File: src/sv/classic_source_rewriter_top_assert.svh
// assertion macros for the classic source rewriter
`ifndef CLASSIC_SOURCE_REWRITER_TOP_ASSERT_SVH
`define CLASSIC_SOURCE_REWRITER_TOP_ASSERT_SVH

// same-cycle implication, checked on every rising edge out of reset
`define CSRW_ASSERT_NOW(lbl, clk, rst, ante, cons, msg) \
   lbl: assert property (@(posedge clk) disable iff (rst) (ante) |-> (cons)) else $error(msg);

// next-cycle implication
`define CSRW_ASSERT_NEXT(lbl, clk, rst, ante, cons, msg) \
   lbl: assert property (@(posedge clk) disable iff (rst) (ante) |=> (cons)) else $error(msg);

`endif

File: src/sv/csrw_pkg.sv
// shared types, constants and character helpers for the source rewriter
`default_nettype none

package csrw_pkg;

   // most results one request can produce
   localparam int MAX_RESULTS = 6;
   localparam int COUNT_W     = 3;
   // entries in the queue between front and back (power of two)
   localparam int QUEUE_DEPTH = 4;

   // characters of interest
   localparam logic [7:0] CH_NUL    = 8'h00;
   localparam logic [7:0] CH_LF     = 8'h0A;
   localparam logic [7:0] CH_CR     = 8'h0D;
   localparam logic [7:0] CH_SPACE  = 8'h20;
   localparam logic [7:0] CH_DQUOTE = 8'h22;
   localparam logic [7:0] CH_SQUOTE = 8'h27;
   localparam logic [7:0] CH_STAR   = 8'h2A;
   localparam logic [7:0] CH_SLASH  = 8'h2F;
   localparam logic [7:0] CH_BSLASH = 8'h5C;
   localparam logic [7:0] CH_LOW_B  = 8'h62;
   localparam logic [7:0] CH_LOW_E  = 8'h65;
   localparam logic [7:0] CH_LBRACE = 8'h7B;
   localparam logic [7:0] CH_RBRACE = 8'h7D;

   // one queue entry: the results of one request
   typedef struct packed {
      logic [MAX_RESULTS-1:0][7:0] chars;
      logic [COUNT_W-1:0]          count;
      logic                        is_end;
   } csrw_entry_type;

   // letters of the opening keyword
   function automatic logic [7:0] open_char(input logic [2:0] pos);
      logic [7:0] c;
      case (pos)
         3'd0:    c = 8'h62;
         3'd1:    c = 8'h65;
         3'd2:    c = 8'h67;
         3'd3:    c = 8'h69;
         3'd4:    c = 8'h6E;
         default: c = CH_NUL;
      endcase
      return c;
   endfunction

   // letters of the closing keyword
   function automatic logic [7:0] close_char(input logic [2:0] pos);
      logic [7:0] c;
      case (pos)
         3'd0:    c = 8'h65;
         3'd1:    c = 8'h6E;
         3'd2:    c = 8'h64;
         default: c = CH_NUL;
      endcase
      return c;
   endfunction

   // digits, letters and underscore
   function automatic logic is_ident(input logic [7:0] c);
      return (c >= 8'h30 && c <= 8'h39) || (c >= 8'h41 && c <= 8'h5A) ||
             (c >= 8'h61 && c <= 8'h7A) || (c == 8'h5F);
   endfunction

endpackage

`default_nettype wire

File: src/sv/csrw_ifs.sv
// request, response and register-write channel interfaces
`default_nettype none

interface csrw_req_if;
   logic       valid;
   logic       ready;
   logic       kind;
   logic [7:0] in_byte;
   modport source (output valid, output kind, output in_byte, input ready);
   modport sink   (input valid, input kind, input in_byte, output ready);
endinterface

interface csrw_rsp_if;
   logic       valid;
   logic       ready;
   logic [7:0] out_byte;
   logic       byte_valid;
   logic       run_last;
   logic       text_done;
   modport source (output valid, output out_byte, output byte_valid,
                   output run_last, output text_done, input ready);
   modport sink   (input valid, input out_byte, input byte_valid,
                   input run_last, input text_done, output ready);
endinterface

interface csrw_csr_if;
   logic valid;
   logic ready;
   logic classic_mode;
   modport source (output valid, output classic_mode, input ready);
   modport sink   (input valid, input classic_mode, output ready);
endinterface

`default_nettype wire

File: src/sv/csrw_front.sv
// front end: accepts requests, tracks scan state and builds result groups
`default_nettype none

module csrw_front (
   input  wire logic                 clock,
   input  wire logic                 reset,
   csrw_req_if.sink                  req_chan,
   csrw_csr_if.sink                  csr_chan,
   input  wire logic                 queue_full,
   output logic                      push,
   output csrw_pkg::csrw_entry_type  push_entry
);
   import csrw_pkg::*;

   typedef enum logic [1:0] {
      MODE_CODE,
      MODE_STRING,
      MODE_LINE,
      MODE_BLOCK
   } scan_mode_type;

   scan_mode_type mode_ff, mode_in;
   logic          classic_ff, classic_in;
   logic          squote_ff, squote_in;
   logic [7:0]    prev_ff, prev_in;
   logic          cand_ff, cand_in;
   logic [2:0]    wlen_ff, wlen_in;
   logic          slash_ff, slash_in;
   logic          star_ff, star_in;

   logic                        accept;
   logic                        csr_accept;
   logic [7:0]                  ch;
   logic                        held_open;
   logic [2:0]                  raw_len;
   logic [2:0]                  brace_len;
   logic [2:0]                  word_len;
   logic [7:0]                  want;
   logic [7:0]                  quote;
   logic [MAX_RESULTS-1:0][7:0] raw_chars;
   logic [MAX_RESULTS-1:0][7:0] brace_chars;
   logic [MAX_RESULTS-1:0][7:0] pre_chars;
   logic [2:0]                  pre_len;
   logic [7:0]                  tail0;
   logic [7:0]                  tail1;
   logic [1:0]                  tail_len;
   logic                        run_code;
   logic                        end_mark;
   logic [3:0]                  total;

   assign ch             = req_chan.in_byte;
   assign req_chan.ready = !queue_full;
   assign csr_chan.ready = 1'b1;
   assign accept         = req_chan.valid && req_chan.ready;
   assign csr_accept     = csr_chan.valid && csr_chan.ready;

   // held word: which keyword it is and its raw and brace forms
   always_comb begin
      held_open = (wlen_ff != 3'd0) && (wlen_ff <= 3'd5) &&
                  (prev_ff == open_char(3'(wlen_ff - 3'd1)));
      raw_len   = held_open ? wlen_ff : ((wlen_ff > 3'd3) ? 3'd3 : wlen_ff);
      brace_len = (wlen_ff == 3'd5) ? 3'd5 : 3'd3;
      word_len  = held_open ? 3'd5 : 3'd3;
      want      = held_open ? open_char(wlen_ff) : close_char(wlen_ff);
      quote     = squote_ff ? CH_SQUOTE : CH_DQUOTE;
      for (int i = 0; i < MAX_RESULTS; i++) begin
         raw_chars[i]   = held_open ? open_char(3'(i)) : close_char(3'(i));
         brace_chars[i] = CH_SPACE;
      end
      brace_chars[0] = (wlen_ff == 3'd5) ? CH_LBRACE : CH_RBRACE;
   end

   // next scan state and the results of this request
   always_comb begin
      mode_in    = mode_ff;
      classic_in = classic_ff;
      squote_in  = squote_ff;
      prev_in    = prev_ff;
      cand_in    = cand_ff;
      wlen_in    = wlen_ff;
      slash_in   = slash_ff;
      star_in    = star_ff;
      pre_chars  = '0;
      pre_len    = 3'd0;
      tail0      = CH_NUL;
      tail1      = CH_NUL;
      tail_len   = 2'd0;
      run_code   = 1'b0;
      end_mark   = 1'b0;

      if (req_chan.kind) begin
         // end of text: flush what is held, then the done marker
         if (cand_ff) begin
            pre_chars = brace_chars;
            pre_len   = brace_len;
         end else if (wlen_ff != 3'd0) begin
            pre_chars = raw_chars;
            pre_len   = raw_len;
         end else if (slash_ff) begin
            pre_chars[0] = CH_SLASH;
            pre_len      = 3'd1;
         end
         tail_len  = 2'd1;
         end_mark  = 1'b1;
         mode_in   = MODE_CODE;
         squote_in = 1'b0;
         prev_in   = CH_NUL;
         cand_in   = 1'b0;
         wlen_in   = 3'd0;
         slash_in  = 1'b0;
         star_in   = 1'b0;
      end else if (!classic_ff) begin
         tail0    = ch;
         tail_len = 2'd1;
      end else begin
         prev_in = ch;
         unique case (mode_ff)
            MODE_STRING: begin
               if (ch == CH_BSLASH) begin
                  tail0    = CH_BSLASH;
                  tail1    = ch;
                  tail_len = 2'd2;
               end else begin
                  tail0    = ch;
                  tail_len = 2'd1;
               end
               if (ch == quote) begin
                  mode_in = MODE_CODE;
               end
            end
            MODE_LINE: begin
               tail0    = ch;
               tail_len = 2'd1;
               if (ch == CH_LF || ch == CH_CR) begin
                  mode_in = MODE_CODE;
               end
            end
            MODE_BLOCK: begin
               tail0    = ch;
               tail_len = 2'd1;
               if (star_ff && ch == CH_SLASH) begin
                  star_in = 1'b0;
                  mode_in = MODE_CODE;
               end else begin
                  star_in = (ch == CH_STAR);
               end
            end
            MODE_CODE: begin
               if (slash_ff) begin
                  slash_in     = 1'b0;
                  pre_chars[0] = CH_SLASH;
                  pre_len      = 3'd1;
                  if (ch == CH_SLASH) begin
                     tail0    = ch;
                     tail_len = 2'd1;
                     mode_in  = MODE_LINE;
                  end else if (ch == CH_STAR) begin
                     tail0    = ch;
                     tail_len = 2'd1;
                     mode_in  = MODE_BLOCK;
                     star_in  = 1'b0;
                  end else begin
                     run_code = 1'b1;
                  end
               end else if (cand_ff) begin
                  // a full word decides on the byte after it
                  if (is_ident(ch)) begin
                     pre_chars = raw_chars;
                     pre_len   = raw_len;
                  end else begin
                     pre_chars = brace_chars;
                     pre_len   = brace_len;
                  end
                  cand_in  = 1'b0;
                  wlen_in  = 3'd0;
                  run_code = 1'b1;
               end else if (wlen_ff != 3'd0) begin
                  if (wlen_ff < word_len && ch == want) begin
                     wlen_in = 3'(wlen_ff + 3'd1);
                     if (3'(wlen_ff + 3'd1) == word_len) begin
                        cand_in = 1'b1;
                     end
                  end else begin
                     pre_chars = raw_chars;
                     pre_len   = raw_len;
                     wlen_in   = 3'd0;
                     run_code  = 1'b1;
                  end
               end else begin
                  run_code = 1'b1;
               end
            end
            default: begin
               mode_in = MODE_CODE;
            end
         endcase

         // code byte with nothing held
         if (run_code) begin
            if ((ch == CH_LOW_B || ch == CH_LOW_E) && !is_ident(prev_ff)) begin
               wlen_in = 3'd1;
            end else if (ch == CH_SLASH) begin
               slash_in = 1'b1;
            end else begin
               tail0    = ch;
               tail_len = 2'd1;
               if (ch == CH_DQUOTE || ch == CH_SQUOTE) begin
                  mode_in   = MODE_STRING;
                  squote_in = (ch == CH_SQUOTE);
               end
            end
         end
      end

      // register write returns the scan state to its start
      if (csr_accept) begin
         classic_in = csr_chan.classic_mode;
         mode_in    = MODE_CODE;
         squote_in  = 1'b0;
         prev_in    = CH_NUL;
         cand_in    = 1'b0;
         wlen_in    = 3'd0;
         slash_in   = 1'b0;
         star_in    = 1'b0;
      end
   end

   // pack flushed bytes followed by the tail into one entry
   always_comb begin
      total = {1'b0, pre_len} + 4'(tail_len);
      for (int i = 0; i < MAX_RESULTS; i++) begin
         if (COUNT_W'(i) < pre_len) begin
            push_entry.chars[i] = pre_chars[i];
         end else if (COUNT_W'(i) == pre_len) begin
            push_entry.chars[i] = tail0;
         end else begin
            push_entry.chars[i] = tail1;
         end
      end
      push_entry.count  = total[COUNT_W-1:0];
      push_entry.is_end = end_mark;
   end

   assign push = accept && (total != 4'd0);

   // scan state
   always_ff @(posedge clock) begin
      if (reset) begin
         mode_ff    <= MODE_CODE;
         classic_ff <= 1'b0;
         squote_ff  <= 1'b0;
         prev_ff    <= CH_NUL;
         cand_ff    <= 1'b0;
         wlen_ff    <= 3'd0;
         slash_ff   <= 1'b0;
         star_ff    <= 1'b0;
      end else if (accept || csr_accept) begin
         mode_ff    <= mode_in;
         classic_ff <= classic_in;
         squote_ff  <= squote_in;
         prev_ff    <= prev_in;
         cand_ff    <= cand_in;
         wlen_ff    <= wlen_in;
         slash_ff   <= slash_in;
         star_ff    <= star_in;
      end
   end

endmodule

`default_nettype wire

File: src/sv/csrw_queue.sv
// short queue of result groups between front and back
`default_nettype none

module csrw_queue (
   input  wire logic                     clock,
   input  wire logic                     reset,
   input  wire logic                     push,
   input  wire csrw_pkg::csrw_entry_type push_entry,
   input  wire logic                     pop,
   output logic                          full,
   output logic                          empty,
   output csrw_pkg::csrw_entry_type      head
);
   import csrw_pkg::*;

   localparam int PTR_W = $clog2(QUEUE_DEPTH);
   localparam int CNT_W = $clog2(QUEUE_DEPTH + 1);

   csrw_entry_type   entries_ff [QUEUE_DEPTH];
   logic [PTR_W-1:0] wr_ptr_ff, wr_ptr_in;
   logic [PTR_W-1:0] rd_ptr_ff, rd_ptr_in;
   logic [CNT_W-1:0] fill_ff, fill_in;
   logic             do_push;
   logic             do_pop;

   assign full    = (fill_ff == CNT_W'(QUEUE_DEPTH));
   assign empty   = (fill_ff == '0);
   assign head    = entries_ff[rd_ptr_ff];
   assign do_push = push && !full;
   assign do_pop  = pop && !empty;

   // pointers and fill level
   always_comb begin
      wr_ptr_in = do_push ? PTR_W'(wr_ptr_ff + 1'b1) : wr_ptr_ff;
      rd_ptr_in = do_pop  ? PTR_W'(rd_ptr_ff + 1'b1) : rd_ptr_ff;
      fill_in   = fill_ff;
      if (do_push && !do_pop) begin
         fill_in = CNT_W'(fill_ff + 1'b1);
      end else if (do_pop && !do_push) begin
         fill_in = CNT_W'(fill_ff - 1'b1);
      end
   end

   always_ff @(posedge clock) begin
      if (reset) begin
         wr_ptr_ff <= '0;
         rd_ptr_ff <= '0;
         fill_ff   <= '0;
      end else begin
         wr_ptr_ff <= wr_ptr_in;
         rd_ptr_ff <= rd_ptr_in;
         fill_ff   <= fill_in;
      end
   end

   // entry storage
   always_ff @(posedge clock) begin
      if (do_push) begin
         entries_ff[wr_ptr_ff] <= push_entry;
      end
   end

endmodule

`default_nettype wire

File: src/sv/csrw_back.sv
// back end: plays each result group out one result per cycle while the receiver is ready
`default_nettype none

module csrw_back (
   input  wire logic                     clock,
   input  wire logic                     reset,
   input  wire logic                     queue_empty,
   input  wire csrw_pkg::csrw_entry_type head,
   output logic                          pop,
   csrw_rsp_if.source                    rsp_chan
);
   import csrw_pkg::*;

   csrw_entry_type     cur_ff, cur_in;
   logic               cur_valid_ff, cur_valid_in;
   logic [COUNT_W-1:0] idx_ff, idx_in;
   logic               last;
   logic               take;
   logic               load;

   assign last = (COUNT_W'(idx_ff + 1'b1) == cur_ff.count);
   assign take = rsp_chan.valid && rsp_chan.ready;
   assign load = !cur_valid_ff || (take && last);
   assign pop  = load && !queue_empty;

   // response fields come straight from the held group
   assign rsp_chan.valid      = cur_valid_ff;
   assign rsp_chan.out_byte   = cur_ff.chars[idx_ff];
   assign rsp_chan.byte_valid = !(cur_ff.is_end && last);
   assign rsp_chan.run_last   = last;
   assign rsp_chan.text_done  = cur_ff.is_end && last;

   // next group or next slot
   always_comb begin
      cur_in       = cur_ff;
      cur_valid_in = cur_valid_ff;
      idx_in       = idx_ff;
      if (load) begin
         cur_in       = head;
         cur_valid_in = !queue_empty;
         idx_in       = '0;
      end else if (take) begin
         idx_in = COUNT_W'(idx_ff + 1'b1);
      end
   end

   always_ff @(posedge clock) begin
      if (reset) begin
         cur_valid_ff <= 1'b0;
         idx_ff       <= '0;
      end else begin
         cur_valid_ff <= cur_valid_in;
         idx_ff       <= idx_in;
      end
   end

   always_ff @(posedge clock) begin
      cur_ff <= cur_in;
   end

endmodule

`default_nettype wire

File: src/sv/classic_source_rewriter_top.sv
// Classic source rewriter, top level.
// req_chan takes one request per handshake: a source byte (kind 0) or the
// end-of-text marker (kind 1). rsp_chan gives zero to six results per
// request, in order; run_last marks the last result of a request and
// text_done the final result after the end marker (byte_valid is 0 there).
// csr_chan writes classic_mode; ready is always high, and a write also
// restarts the scan state. Write it only while no results are outstanding.
// Requests are taken one per cycle while the four-entry group queue has
// room; a byte held for a word or comment decision takes no queue entry.
// A request's results pass through the group queue and then the output
// register, and results leave one per cycle while the receiver is ready.
// A stalled receiver holds the current result steady; the queue fills and
// then req_chan ready drops until space frees up.
// Reset (synchronous) clears the queue, the output stage and the scan
// state, and sets classic_mode to 0 (pass-through).
`default_nettype none

module classic_source_rewriter_top (
   input  wire logic  clock,
   input  wire logic  reset,
   csrw_req_if.sink   req_chan,
   csrw_rsp_if.source rsp_chan,
   csrw_csr_if.sink   csr_chan
);
   import csrw_pkg::*;

   logic           push;
   logic           pop;
   logic           queue_full;
   logic           queue_empty;
   csrw_entry_type push_entry;
   csrw_entry_type head;

   // classification and scan state
   csrw_front u_front (
      .clock      (clock),
      .reset      (reset),
      .req_chan   (req_chan),
      .csr_chan   (csr_chan),
      .queue_full (queue_full),
      .push       (push),
      .push_entry (push_entry)
   );

   // decoupling queue
   csrw_queue u_queue (
      .clock      (clock),
      .reset      (reset),
      .push       (push),
      .push_entry (push_entry),
      .pop        (pop),
      .full       (queue_full),
      .empty      (queue_empty),
      .head       (head)
   );

   // result serialiser
   csrw_back u_back (
      .clock       (clock),
      .reset       (reset),
      .queue_empty (queue_empty),
      .head        (head),
      .pop         (pop),
      .rsp_chan    (rsp_chan)
   );

   // checks
`include "classic_source_rewriter_top_assert.svh"

   `CSRW_ASSERT_NOW(a_no_push_full, clock, reset, push, !queue_full, "push into full queue")
   `CSRW_ASSERT_NOW(a_group_size, clock, reset, push, push_entry.count != '0 && push_entry.count <= COUNT_W'(MAX_RESULTS), "bad group size")
   `CSRW_ASSERT_NOW(a_done_form, clock, reset, rsp_chan.valid && rsp_chan.text_done, rsp_chan.run_last && !rsp_chan.byte_valid, "done result malformed")
   `CSRW_ASSERT_NEXT(a_group_runs_on, clock, reset, rsp_chan.valid && rsp_chan.ready && !rsp_chan.run_last, rsp_chan.valid, "group cut short")

endmodule

`default_nettype wire

File: src/flat_wrapper.sv
// flat-port wrapper written by rule: the top's interface ports become plain ports
module classic_source_rewriter_top_flat import csrw_pkg::*;
  (clock, reset, req_chan_valid, req_chan_kind, req_chan_in_byte, req_chan_ready, rsp_chan_valid, rsp_chan_out_byte, rsp_chan_byte_valid, rsp_chan_run_last, rsp_chan_text_done, rsp_chan_ready, csr_chan_valid, csr_chan_classic_mode, csr_chan_ready);
  csrw_req_if req_chan_i ();
  csrw_rsp_if rsp_chan_i ();
  csrw_csr_if csr_chan_i ();
  input  wire logic clock;
  input  wire logic reset;
  input wire logic [$bits(req_chan_i.valid)-1:0] req_chan_valid;
  input wire logic [$bits(req_chan_i.kind)-1:0] req_chan_kind;
  input wire logic [$bits(req_chan_i.in_byte)-1:0] req_chan_in_byte;
  output wire logic [$bits(req_chan_i.ready)-1:0] req_chan_ready;
  output wire logic [$bits(rsp_chan_i.valid)-1:0] rsp_chan_valid;
  output wire logic [$bits(rsp_chan_i.out_byte)-1:0] rsp_chan_out_byte;
  output wire logic [$bits(rsp_chan_i.byte_valid)-1:0] rsp_chan_byte_valid;
  output wire logic [$bits(rsp_chan_i.run_last)-1:0] rsp_chan_run_last;
  output wire logic [$bits(rsp_chan_i.text_done)-1:0] rsp_chan_text_done;
  input wire logic [$bits(rsp_chan_i.ready)-1:0] rsp_chan_ready;
  input wire logic [$bits(csr_chan_i.valid)-1:0] csr_chan_valid;
  input wire logic [$bits(csr_chan_i.classic_mode)-1:0] csr_chan_classic_mode;
  output wire logic [$bits(csr_chan_i.ready)-1:0] csr_chan_ready;
  assign req_chan_i.valid = req_chan_valid;
  assign req_chan_i.kind = req_chan_kind;
  assign req_chan_i.in_byte = req_chan_in_byte;
  assign req_chan_ready = req_chan_i.ready;
  assign rsp_chan_valid = rsp_chan_i.valid;
  assign rsp_chan_out_byte = rsp_chan_i.out_byte;
  assign rsp_chan_byte_valid = rsp_chan_i.byte_valid;
  assign rsp_chan_run_last = rsp_chan_i.run_last;
  assign rsp_chan_text_done = rsp_chan_i.text_done;
  assign rsp_chan_i.ready = rsp_chan_ready;
  assign csr_chan_i.valid = csr_chan_valid;
  assign csr_chan_i.classic_mode = csr_chan_classic_mode;
  assign csr_chan_ready = csr_chan_i.ready;
  classic_source_rewriter_top u_core (.clock(clock), .reset(reset), .req_chan(req_chan_i), .rsp_chan(rsp_chan_i), .csr_chan(csr_chan_i));
endmodule
File: config.mk
export PLATFORM = sky130hd
export DESIGN_NAME = classic_source_rewriter_top_flat
export DESIGN_NICKNAME = d
export VERILOG_FILES = /design/src/sv/csrw_pkg.sv /design/src/sv/csrw_ifs.sv /design/src/sv/csrw_front.sv /design/src/sv/csrw_queue.sv /design/src/sv/csrw_back.sv /design/src/sv/classic_source_rewriter_top.sv /design/src/flat_wrapper.sv
export VERILOG_INCLUDE_DIRS = /design/src /design/src/sv
export SDC_FILE = /design/constraint.sdc
export NUM_CORES = 1
export LEC_CHECK = 0
export ABC_AREA = 1
export BUFFER_PORTS_ARGS = -buffer_cell sky130_fd_sc_hd__buf_2
export CORE_MARGIN = 5
export CORE_UTILIZATION = 63
export CTS_CLUSTER_DIAMETER = 120
export CTS_CLUSTER_SIZE = 14
export DETAILED_ROUTE_END_ITERATION = 12
export PLACE_DENSITY = 0.8
export SETUP_SLACK_MARGIN = 0.05
export SYNTH_ARGS = -nofsm -noshare
export SYNTH_HDL_FRONTEND = slang
export SYNTH_SLANG_ARGS = --single-unit
File: constraint.sdc
create_clock -name clock -period 8.95 [get_ports clock]
set_input_delay 0.4475 -clock clock [delete_from_list [all_inputs] [get_ports clock]]
set_output_delay 0.4475 -clock clock [all_outputs]
set_load 0.02 [all_outputs]
Word level (Yosys, flattened, before mapping)
Memory sizes are Yosys's and may differ from the RTL's. A register that Yosys moved wholly into a read port is not among the register bits.
Cells that the tools add are included.
{"block": "word_totals", "register_bits": 29, "ramBits": 208, "elab_cells": 292, "n_memories": 1}
{"block": "classes", "n_addsub": 8, "n_lt_le_gt_ge": 22, "eq_ne": 40, "mux": 149, "reduce_logical": 59}
{"memory": "u_core.u_queue.entries_ff", "words": 4, "width": 52, "read_ports": 1, "rd_ports_with_merged_regs": 1, "wr": 1, "line": "csrw_queue.sv:19", "source": "csrw_entry_type entries_ff [QUEUE_DEPTH];"}
{"op": "two-way mux 8 bit", "count": 31}
{"op": "two-way mux 48 bit", "count": 4}
{"op": "two-way mux 46 bit", "count": 2}
{"op": "two-way mux 3 bit", "count": 29}
{"op": "two-way mux 39 bit", "count": 2}
{"op": "case mux 7 bit (5 select lines)", "count": 2}
{"op": "two-way mux 1 bit", "count": 46}
{"op": "== test 8 x 7 -> 1 bit (second input constant)", "count": 5}
{"op": "two-way mux 2 bit", "count": 20}
{"op": "two-way mux 40 bit", "count": 1}
{"op": "== test 8 x 6 -> 1 bit (second input constant)", "count": 4}
{"op": "greater-or-equal comparator 8 x 7 -> 1 bit (second input constant)", "count": 4}
{"op": "less-or-equal comparator 8 x 7 -> 1 bit (second input constant)", "count": 4}
{"op": "two-way mux 31 bit", "count": 1}
{"op": "binary-select mux 8 bit (select 3 bit)", "count": 1}
{"op": "case mux 8 bit (3 select lines)", "count": 1}
{"op": "logical AND 1 bit", "count": 21}
{"op": "two-way mux 7 bit", "count": 3}
{"op": "case mux 7 bit (3 select lines)", "count": 1}
{"op": "== test 8 x 4 -> 1 bit (second input constant)", "count": 2}
{"op": "== test 8 bit", "count": 2}
{"op": "greater-or-equal comparator 8 x 6 -> 1 bit (second input constant)", "count": 2}
{"op": "less-or-equal comparator 8 x 6 -> 1 bit (second input constant)", "count": 2}
{"op": "nonzero test 3 bit", "count": 5}
{"op": "other kinds (38)", "count": 83}

Depth between registers and ports, before layout
Gate-level depths: netlist (run 1).
{"block": "depth", "depth_word": 26, "mapped_depth": 38, "ltp_nobuf": 38}

By module
Synthesis (run 1) repeated with hierarchy kept, for this count alone.
{"block": "unflattened", "cells_unflattened": 1380, "area_unflattened_um2": 14572.7}
{"mod": "csrw_queue", "instances": 1, "cells_each": 572, "area_per_inst_um2": 8744.6, "seq_area_each_um2": 6426.2}
{"mod": "csrw_front", "instances": 1, "cells_each": 621, "area_per_inst_um2": 3508.4, "seq_area_each_um2": 360.3}
{"mod": "csrw_back", "instances": 1, "cells_each": 187, "area_per_inst_um2": 2319.7, "seq_area_each_um2": 1641.6}

Least setup slack after synthesis (run 1)
Ideal clock, no wire load.
{"block": "synth_path", "path_type": "register -> register", "startpoint": "register u_core.u_front.wlen_ff[0]", "endpoint": "memory u_core.u_queue.entries_ff[0][0] in the netlist's numbering (enable)", "setup_ps": 462, "arrival_time_ps": 6432, "slack_ps": 2057, "stages_incl_launch_ff": 29, "period_less_slack_ps": 6893, "cell_sequence": "dfxtp_1 -> inv_2 -> ha_1 -> ha_1 -> nand2_2 -> nand2_1 -> o21ai_0 -> nand3_2 -> nor2_4 -> inv_2 -> ha_1 -> nand2_1 -> o21bai_1 -> nand2_1 -> a21oi_2 -> nand3_1 -> nand2_1 -> nand2_1 -> nand2_1 -> nand2_1 -> nand2_4 -> inv_2 -> ha_1 -> fa_1 -> or2_2 -> a21oi_1 -> nand2_1 -> nand2_1 -> nor2_1"}
{"element": "start, declared", "line": "csrw_front.sv:27", "source": "logic [2:0] wlen_ff, wlen_in;"}
{"element": "start signal, assigned", "line": "csrw_front.sv:263", "source": "wlen_ff <= wlen_in;"}
{"element": "end, declared", "line": "csrw_queue.sv:19"}

==> results of run 1 <==
-- worst max path at each step --
| stage | depth (start not counted) | end |
|---|---|---|
| 3_3_place_gp | 29 | u_core.u_queue.entries_ff[0][36] |
| 4_1_cts | 29 | u_core.u_queue.entries_ff[0][36] |
| 5_1_grt | 29 | u_core.u_queue.entries_ff[0][20] |
| 2_1_floorplan | 28 | u_core.u_queue.entries_ff[0][0] |
| 6_report | 29 | u_core.u_queue.entries_ff[0][36] |
| 3_5_place_dp | 29 | u_core.u_queue.entries_ff[0][36] |
-- critical path, delay by kind of cell (launching register included) --
family                   cells  cell delay (ps)
AND/OR/NAND/NOR             16             2890
adder cells (fa/ha/maj)      5             1740
buffers and inverters        4              850
AO/OA/AOI/OAI                4              540
flip-flops                   1              440
-- flip-flops by register name (all words and copies together), names as in the netlist, 2 cells and up --
register                   cells
u_core.u_back.cur_ff          52
u_core.u_back.idx_ff           3
u_core.u_front.mode_ff         2
u_core.u_front.prev_ff         8
u_core.u_front.wlen_ff         3
u_core.u_queue.entries_ff    208
u_core.u_queue.fill_ff         3
u_core.u_queue.rd_ptr_ff       2
u_core.u_queue.wr_ptr_ff       2
-- cells in the mapped netlist (5+ instances only) --
cell type and instances:
edfxtp_1 260, nor2_1 214, nand2_1 206, o21ai_0 167, inv_1 101, o22ai_1 56
clkbuf_1 51, nand3_1 51, a21oi_1 43, dfxtp_1 29, ha_1 26, inv_2 13
nor3_1 12, o21ai_1 11, o32ai_1 9, nand2_2 8, nand2_4 7, nand4_1 5
nor2_4 5, o211ai_1 5
-- logic make-up after synthesis --
| logic type | Yosys count | share of synthesized area [%] |
|---|---|---|
| xor+xnor | 4 | 0.2611 |
| other cells | 1 | 0.02795 |
| flops | 289 | 62.51 |
| buf+inv | 172 | 4.923 |
| compound gates | 308 | 12.78 |
| fa+ha+maj | 28 | 2.723 |
| simple gates | 524 | 16.77 |
-- metrics by stage --
| step | hold slack (ps) | util, % |
|---|---|---|
| floorplan | 452.3 | - |
| global placement | 469.8 | 65.69 |
| detailed placement | 473.2 | 65.69 |
| CTS | 216.9 | 69.01 |
| global route | 233.4 | 69.01 |
| finish | 231.7 | 69.01 |
-- metal layers --
layer  GRT usage [%]  share of wire (%)
met3           3.273                8.3
met5               0                  0
met4           7.378                2.9
met2           42.68                 48
met1           36.59                 40
-- power by group through the flow --
stage,Combinational (mW),Clock [mW],Sequential [mW]
6_report,0.830,0.965,1.81
5_1_grt,0.925,1.03,1.83
4_1_cts,0.830,0.975,1.81
3_5_place_dp,0.824,0,1.84
3_3_place_gp,0.797,0,1.83
2_1_floorplan,0.575,0,1.84
-- layout by cell type, fill, tap and decap left out, types with 3 or more instances in the layout --
cell type,synthesis,layout
inv_1,101,100
o21ai_0,167,166
nand4_1,5,5
nor4_1,3,3
nand2_1,206,206
clkbuf_1,51,17
edfxtp_1,260,260
nor2_4,5,9
dfxtp_1,29,28
buf_4,2,11
o211ai_1,5,5
o32ai_1,9,9
ha_1,26,26
nand4_2,3,3
nand3_2,3,3
a21oi_1,43,43
inv_2,13,14
buf_2,2,27
nor3_1,12,12
nand3_1,51,51
nor2_1,214,210
clkbuf_16,0,25
nand2_4,7,7
o22ai_1,56,56
o21ai_2,4,4
nand2_2,8,8
o21ai_1,11,11
-- cell type report --
type                    instances  area (um^2)
clock inverters                 2        8.758
repair buffers                 38        217.7
multi-input cells             865         4410
inverters                     117        444.2
clock buffers                  42        689.4
fillers                      1524         6515
flip-flops and latches        289         8392
well taps                     275        344.1
==> flow_metrics.env, run 1 <==
export IMPL_drive_above_1_share_pct=9.091
export IMPL_endpoint_kind="flip-flop"
export IMPL_syn2layout_area_growth_pct=8.113
export IMPL_yosysWarnings=0
export IMPL_cts_max_level=1
export IMPL_slew_limit_headroom_pct=29.20
export IMPL_design_area_mm2=0.01451
export IMPL_finalPower_mw=3.606
export IMPL_netlist_area_mm2=0.01342
export IMPL_clkSlewWorstSetupHoldPaths_ps=70
export IMPL_min_from="csr_chan_classic_mode"
export IMPL_setup_violations_final=0
export IMPL_post_drt_wl_per_cell_um=19.17
export IMPL_clkLatencyLatePin_ps=530
export IMPL_status="finished, final reports clean"
export IMPL_critPathSlowestCell="nor2_4"
export IMPL_cts_tree="done"
export IMPL_rr_worst_depth=29
export IMPL_p_switching_mw=1.103
export IMPL_grt_usage_pct=25.85
export IMPL_synthArstFlopShare_pct=0
export IMPL_finalCritPeriodShare_pct=76.47
export IMPL_p_clk_share_pct=26.8
export IMPL_worstPathRequired_ps=9140
export IMPL_core_rowCount=53
export IMPL_drv_slew=0
export IMPL_avgSynthCellArea_um2=10.12
export IMPL_hpwl_mm=20.00
export IMPL_path_max_fanout=31
export IMPL_rrSetupSlack_ps=2110
export IMPL_place_ws_ps=2203
export IMPL_drt_pass1_iterations=5
export IMPL_critPathLaunchType="flip-flop"
export IMPL_cts_num_sinks=289
export IMPL_max_stage_delay_ps=860
export IMPL_clockBufferDepth=3
export IMPL_io_pins=29
export IMPL_hold_viol_final=0
export IMPL_die_h_um=155.9
export IMPL_synth_edf_count=260
export IMPL_synth_ff_type="edfxtp_1"
export IMPL_critPathMostFrequentCell="nand2_1"
export IMPL_holdCritPathClass="input pin to flip-flop"
export IMPL_pwr_share_comb_pct=23.0
export IMPL_peakVddDrop_mv=0.2000
export IMPL_wl_mm=31.21
export IMPL_numPortBuffers=27
export IMPL_cts_resized=0
export IMPL_grt_pass1_wl_mm=49.40
export IMPL_synth_area_leaders="edfxtp_1 (58%), o21ai_0 (6.2%), nor2_1 (6.0%), nand2_1 (5.8%), dfxtp_1 (4.3%)"
export IMPL_ant_nets=0
export IMPL_yosys_area_top_type="edfxtp_1"
export IMPL_yosysSeqAreaShare_pct=62.51
export IMPL_viasPerCell=6.023
export IMPL_max_freq_mhz=146.1
export IMPL_clock_skew_ps=20.42
export IMPL_regToRegEndpoint="u_core.u_queue.entries_ff[0][36]"
export IMPL_cts_root_buf="clkbuf_16"
export IMPL_cts_buffers=24
export IMPL_coreArea_mm2=0.02102
export IMPL_p_per_area_mw_per_mm2=248.6
export IMPL_startpoint="u_core.u_front.wlen_ff[1]"
export IMPL_path_class="flip-flop to flip-flop"
export IMPL_syn_nets=1369
export IMPL_ys_seq_elements=289
export IMPL_min_period_ps=6844
export IMPL_antenna_found_initial=0
export IMPL_dieArea_mm2=0.02432
export IMPL_drv_cap=0
export IMPL_r2r_start="u_core.u_front.wlen_ff[1]"
export IMPL_p_leak_nw=5.770
export IMPL_power_frac_seq_pct=50.2
export IMPL_fin_setup_tns_ps=0
export IMPL_final_cells=1628
export IMPL_holdPathStages=3
export IMPL_postCtsSetupBuffers=0
export IMPL_nNetsFinal=1378
export IMPL_whs_endpoint="u_core.u_front.classic_ff"
export IMPL_start_util_pct=63.83
export IMPL_grt_ovfl_total=0
export IMPL_place_congestion=0.9615
export IMPL_arrival_ps=7030
export IMPL_dp_cells=1584
export IMPL_cts_hold_buf=0
export IMPL_syn_inst=1326
export IMPL_rsz0062_at_grt="no"
export IMPL_drtIter0Drc=1010
export IMPL_p_int_mw=2.503
export IMPL_antenna_cells=0
export IMPL_grt_max_degree=106
export IMPL_swShare_pct=30.59
export IMPL_die_w_um=155.9
export IMPL_layout_setup_ws_ps=2106
export IMPL_synth_distinct_cells=49
export IMPL_dpl_cell_area_mm2=0.01381
export IMPL_yosysTopAreaCellShare_pct=58.19
export IMPL_grt_pass1_vias=9223
export IMPL_vias=9805
export IMPL_drc=0
export IMPL_worst_pin_slew_ps=1062
(Power assumes the default switching activity.)
==> inputs of run 2 (changes only) <==
--- a/config.mk
+++ b/config.mk
@@ -6,7 +6,7 @@
 export SDC_FILE = /design/constraint.sdc
 export NUM_CORES = 1
 export LEC_CHECK = 0
-export ABC_AREA = 1
+export ABC_AREA = 0
 export BUFFER_PORTS_ARGS = -buffer_cell sky130_fd_sc_hd__buf_2
 export CORE_MARGIN = 5
 export CORE_UTILIZATION = 63
==> constraint.sdc (replaced) <==
create_clock -name clock -period 6.4 [get_ports clock]
set_input_delay 0.32 -clock clock [delete_from_list [all_inputs] [get_ports clock]]
set_output_delay 0.32 -clock clock [all_outputs]
set_load 0.02 [all_outputs]
==> run 2 against run 1 <==
Critical path depth is 3 lower; clock-buffer cell count shrank 11; critical path type unchanged; maximum frequency rose by 14%; flip-flop and latch count did not move.
==> flow_metrics.env, run 2 <==
export IMPL_status="finished, final reports clean"
export IMPL_synth_area_leaders="edfxtp_1 (60%), mux4_2 (10%), dfxtp_1 (4.4%), ha_1 (2.5%), nor2_1 (1.9%)"
export IMPL_place_ws_ps=273.5
export IMPL_drc=0
export IMPL_cts_tree="done"
export IMPL_drive_above_1_share_pct=18.20
export IMPL_utilization_pct=70.00
export IMPL_place_congestion=0.9842
export IMPL_worst_pin_slew_ps=883.1
export IMPL_largest_reg_flops=208
export IMPL_cts_buffers=24
export IMPL_numPortBuffers=27
export IMPL_fillers=1302
export IMPL_largestRegisters="u_core.u_queue.entries_ff (208), u_core.u_back.cur_ff (52), u_core.u_front.prev_ff (8)"
export IMPL_critPathLaunchType="flip-flop"
export IMPL_peakVddDrop_mv=0.1986
export IMPL_critPathSlowestCell="fa_1"
export IMPL_synth_commonest_cells="edfxtp_1 (260), nor2_1 (66), mux4_2 (60)"
export IMPL_clkSlewWorstSetupHoldPaths_ps=70
export IMPL_rrSetupSlack_ps=380
export IMPL_ant_nets=0
export IMPL_p_clk_share_pct=27.1
export IMPL_dieArea_mm2=0.02378
export IMPL_start_util_pct=64.32
export IMPL_largest_register="u_core.u_queue.entries_ff"
export IMPL_path_max_fanout=12
export IMPL_p_leak_nw=4.985
export IMPL_cts_num_sinks=289
export IMPL_regToRegEndpoint="u_core.u_queue.fill_ff[2]"
export IMPL_multi_input_area_mm2=0.004415
export IMPL_design_area_mm2=0.01425
export IMPL_holdCritPathClass="input pin to flip-flop"
export IMPL_dpl_cell_area_mm2=0.01358
export IMPL_startpoint="u_core.u_front.wlen_ff[1]"
export IMPL_endpoint_kind="flip-flop"
export IMPL_synth_ff_type="edfxtp_1"
export IMPL_avgSynthCellArea_um2=14.57
export IMPL_p_switching_mw=1.259
export IMPL_finalCritPeriodShare_pct=94.00
export IMPL_rsz0062_at_grt="no"
export IMPL_grt_usage_pct=24.09
export IMPL_ys_seq_elements=289
export IMPL_clkLatencyLatePin_ps=520
export IMPL_rr_worst_depth=26
export IMPL_path_class="flip-flop to flip-flop"
export IMPL_clockBufferDepth=3
export IMPL_fin_setup_tns_ps=0
export IMPL_core_rowCount=52
export IMPL_max_freq_mhz=166.2
export IMPL_pwr_share_comb_pct=19.7
export IMPL_die_w_um=154.2
export IMPL_arrival_ps=6460
export IMPL_regArea_mm2=0.008394
export IMPL_slew_limit_headroom_pct=40.87
export IMPL_syn_nets=942
export IMPL_setup_violations_final=0
export IMPL_netlist_area_mm2=0.01310
export IMPL_grt_pass1_wl_mm=44.91
export IMPL_antenna_cells=0
export IMPL_synthArstFlopShare_pct=0
export IMPL_drt_pass1_iterations=7
export IMPL_layout_commonest_cell="edfxtp_1"
export IMPL_yosys_area_top_type="edfxtp_1"
export IMPL_grt_ovfl_total=0
export IMPL_grt_max_degree=54
export IMPL_max_stage_delay_ps=570
export IMPL_whs_endpoint="u_core.u_front.classic_ff"
export IMPL_syn_inst=899
export IMPL_io_pins=29
export IMPL_syn2layout_area_growth_pct=8.826
export IMPL_critPathMostFrequentCell="ha_1"
export IMPL_min_period_ps=6016
export IMPL_post_drt_wl_per_cell_um=23.83
export IMPL_synth_edf_count=260
export IMPL_power_frac_seq_pct=53.2
export IMPL_p_per_area_mw_per_mm2=335.9
export IMPL_drv_cap=0
export IMPL_coreArea_mm2=0.02036
export IMPL_antenna_found_initial=0
export IMPL_postCtsSetupBuffers=0
export IMPL_drv_slew=0
export IMPL_worstPathRequired_ps=6850
export IMPL_cts_max_level=1
export IMPL_final_cell_mix="edfxtp_1 (260), nor2_1 (66), mux4_2 (60)"
export IMPL_viasPerCell=6.577
export IMPL_yosysMostFrequentCell="edfxtp_1"
export IMPL_yosysWarnings=0
export IMPL_yosysTopAreaCellShare_pct=59.60
export IMPL_hpwl_mm=18.01
export IMPL_min_from="csr_chan_classic_mode"
export IMPL_vias=7919
export IMPL_swShare_pct=26.30
export IMPL_cts_hold_buf=0
export IMPL_grt_pass1_vias=7779
export IMPL_hold_viol_final=0
export IMPL_layout_setup_ws_ps=384.1
export IMPL_holdPathStages=3
export IMPL_p_int_mw=3.529
export IMPL_die_h_um=154.2
export IMPL_nNetsFinal=970
export IMPL_cts_root_buf="clkbuf_16"
export IMPL_clock_skew_ps=9.730
export IMPL_synth_distinct_cells=78
export IMPL_drtIter0Drc=889
export IMPL_r2r_start="u_core.u_front.wlen_ff[1]"
export IMPL_wl_mm=28.69
export IMPL_yosysSeqAreaShare_pct=64.04
[run 2: cell count changes after synthesis, sizes merged, moves of 9 or more]
cell,previous run,this run
nand2,221,53
nor2,221,67
o21ai,182,48
inv,116,29
mux4,0,60
o22ai,56,13
nand3,54,17
clkbuf,51,26
mux2i,0,23
buf,4,22
nand2b,0,15
and2,1,10
[run 2: repair_timing]
item / 4_1_cts / 5_1_grt
resized for setup: 0 / 5
setup endpoints to repair: 0 / 1
hold endpoints to repair: 0 / 0
[run 2: per-stage QoR]
stage | cells | power, mW | hold WS (ps)
6_report | 1204 | 4.788 | 46.66
3_5_place_dp | 1171 | 3.526 | 492.3
3_3_place_gp | 1171 | 3.484 | 475.4
5_1_grt | 1204 | 4.998 | 84.95
2_1_floorplan | 899 | 3.229 | 418.9
4_1_cts | 1204 | 4.830 | 36.67
[run 2: layout make-up]
cell class / instances / area share [%]
sequential: 289 / 58.89
multi-input combinational: 532 / 30.98
clock buffer: 31 / 4.397
timing repair buffer: 50 / 2.423
tap: 270 / 2.370
inverter: 30 / 0.7900
clock inverter: 2 / 0.1580
[run 2: routing by layer]
metal,vias up,track usage (%),share of wire (%)
met2,406,39.87,50
met4,0,7.317,3.0
met1,3924,34.16,40
met5,-,0,0
met3,64,2.962,7.1
li1,3525,-,-
[run 2: worst max-delay path by stage]
stage          cells past startpoint                         to  slack (ps)
2_1_floorplan                     30  u_core.u_queue.fill_ff[2]          60
6_report                          26  u_core.u_queue.fill_ff[2]         380
4_1_cts                           26  u_core.u_queue.fill_ff[2]         240
3_3_place_gp                      26  u_core.u_queue.fill_ff[2]         460
3_5_place_dp                      26  u_core.u_queue.fill_ff[2]         270
5_1_grt                           26  u_core.u_queue.fill_ff[2]          20
[run 2: kinds of logic after synthesis]
logic type | count (synthesis) | synth area share, %
AOI/OAI and AO/OA | 178 | 8.836
muxes | 87 | 12.45
DFF | 289 | 64.04
xor gates and xnor gates | 15 | 1.003
buffers and inverters | 78 | 2.483
other | 1 | 0.02863
adders and majority gates | 28 | 2.789
and+or+nand+nor | 223 | 8.377
[run 2: power by group through the flow]
stage | combinational (mW) | clock [mW] | sequential (mW)
after floorplan | 0.710 | 0 | 2.52
after global placement | 0.925 | 0 | 2.56
after detailed placement | 0.944 | 0 | 2.58
after CTS | 0.960 | 1.32 | 2.55
after global routing | 1.02 | 1.40 | 2.57
final | 0.944 | 1.30 | 2.55
[run 2: critical path: cells and delay by family, from the launching register on]
family	cells	cell delay (ps)
AND/OR/NAND/NOR	5	1010
XOR/XNOR	1	170
adder cells (fa/ha/maj)	7	2290
flip-flops	1	340
AO/OA/AOI/OAI	10	1850
buffers and inverters	3	280
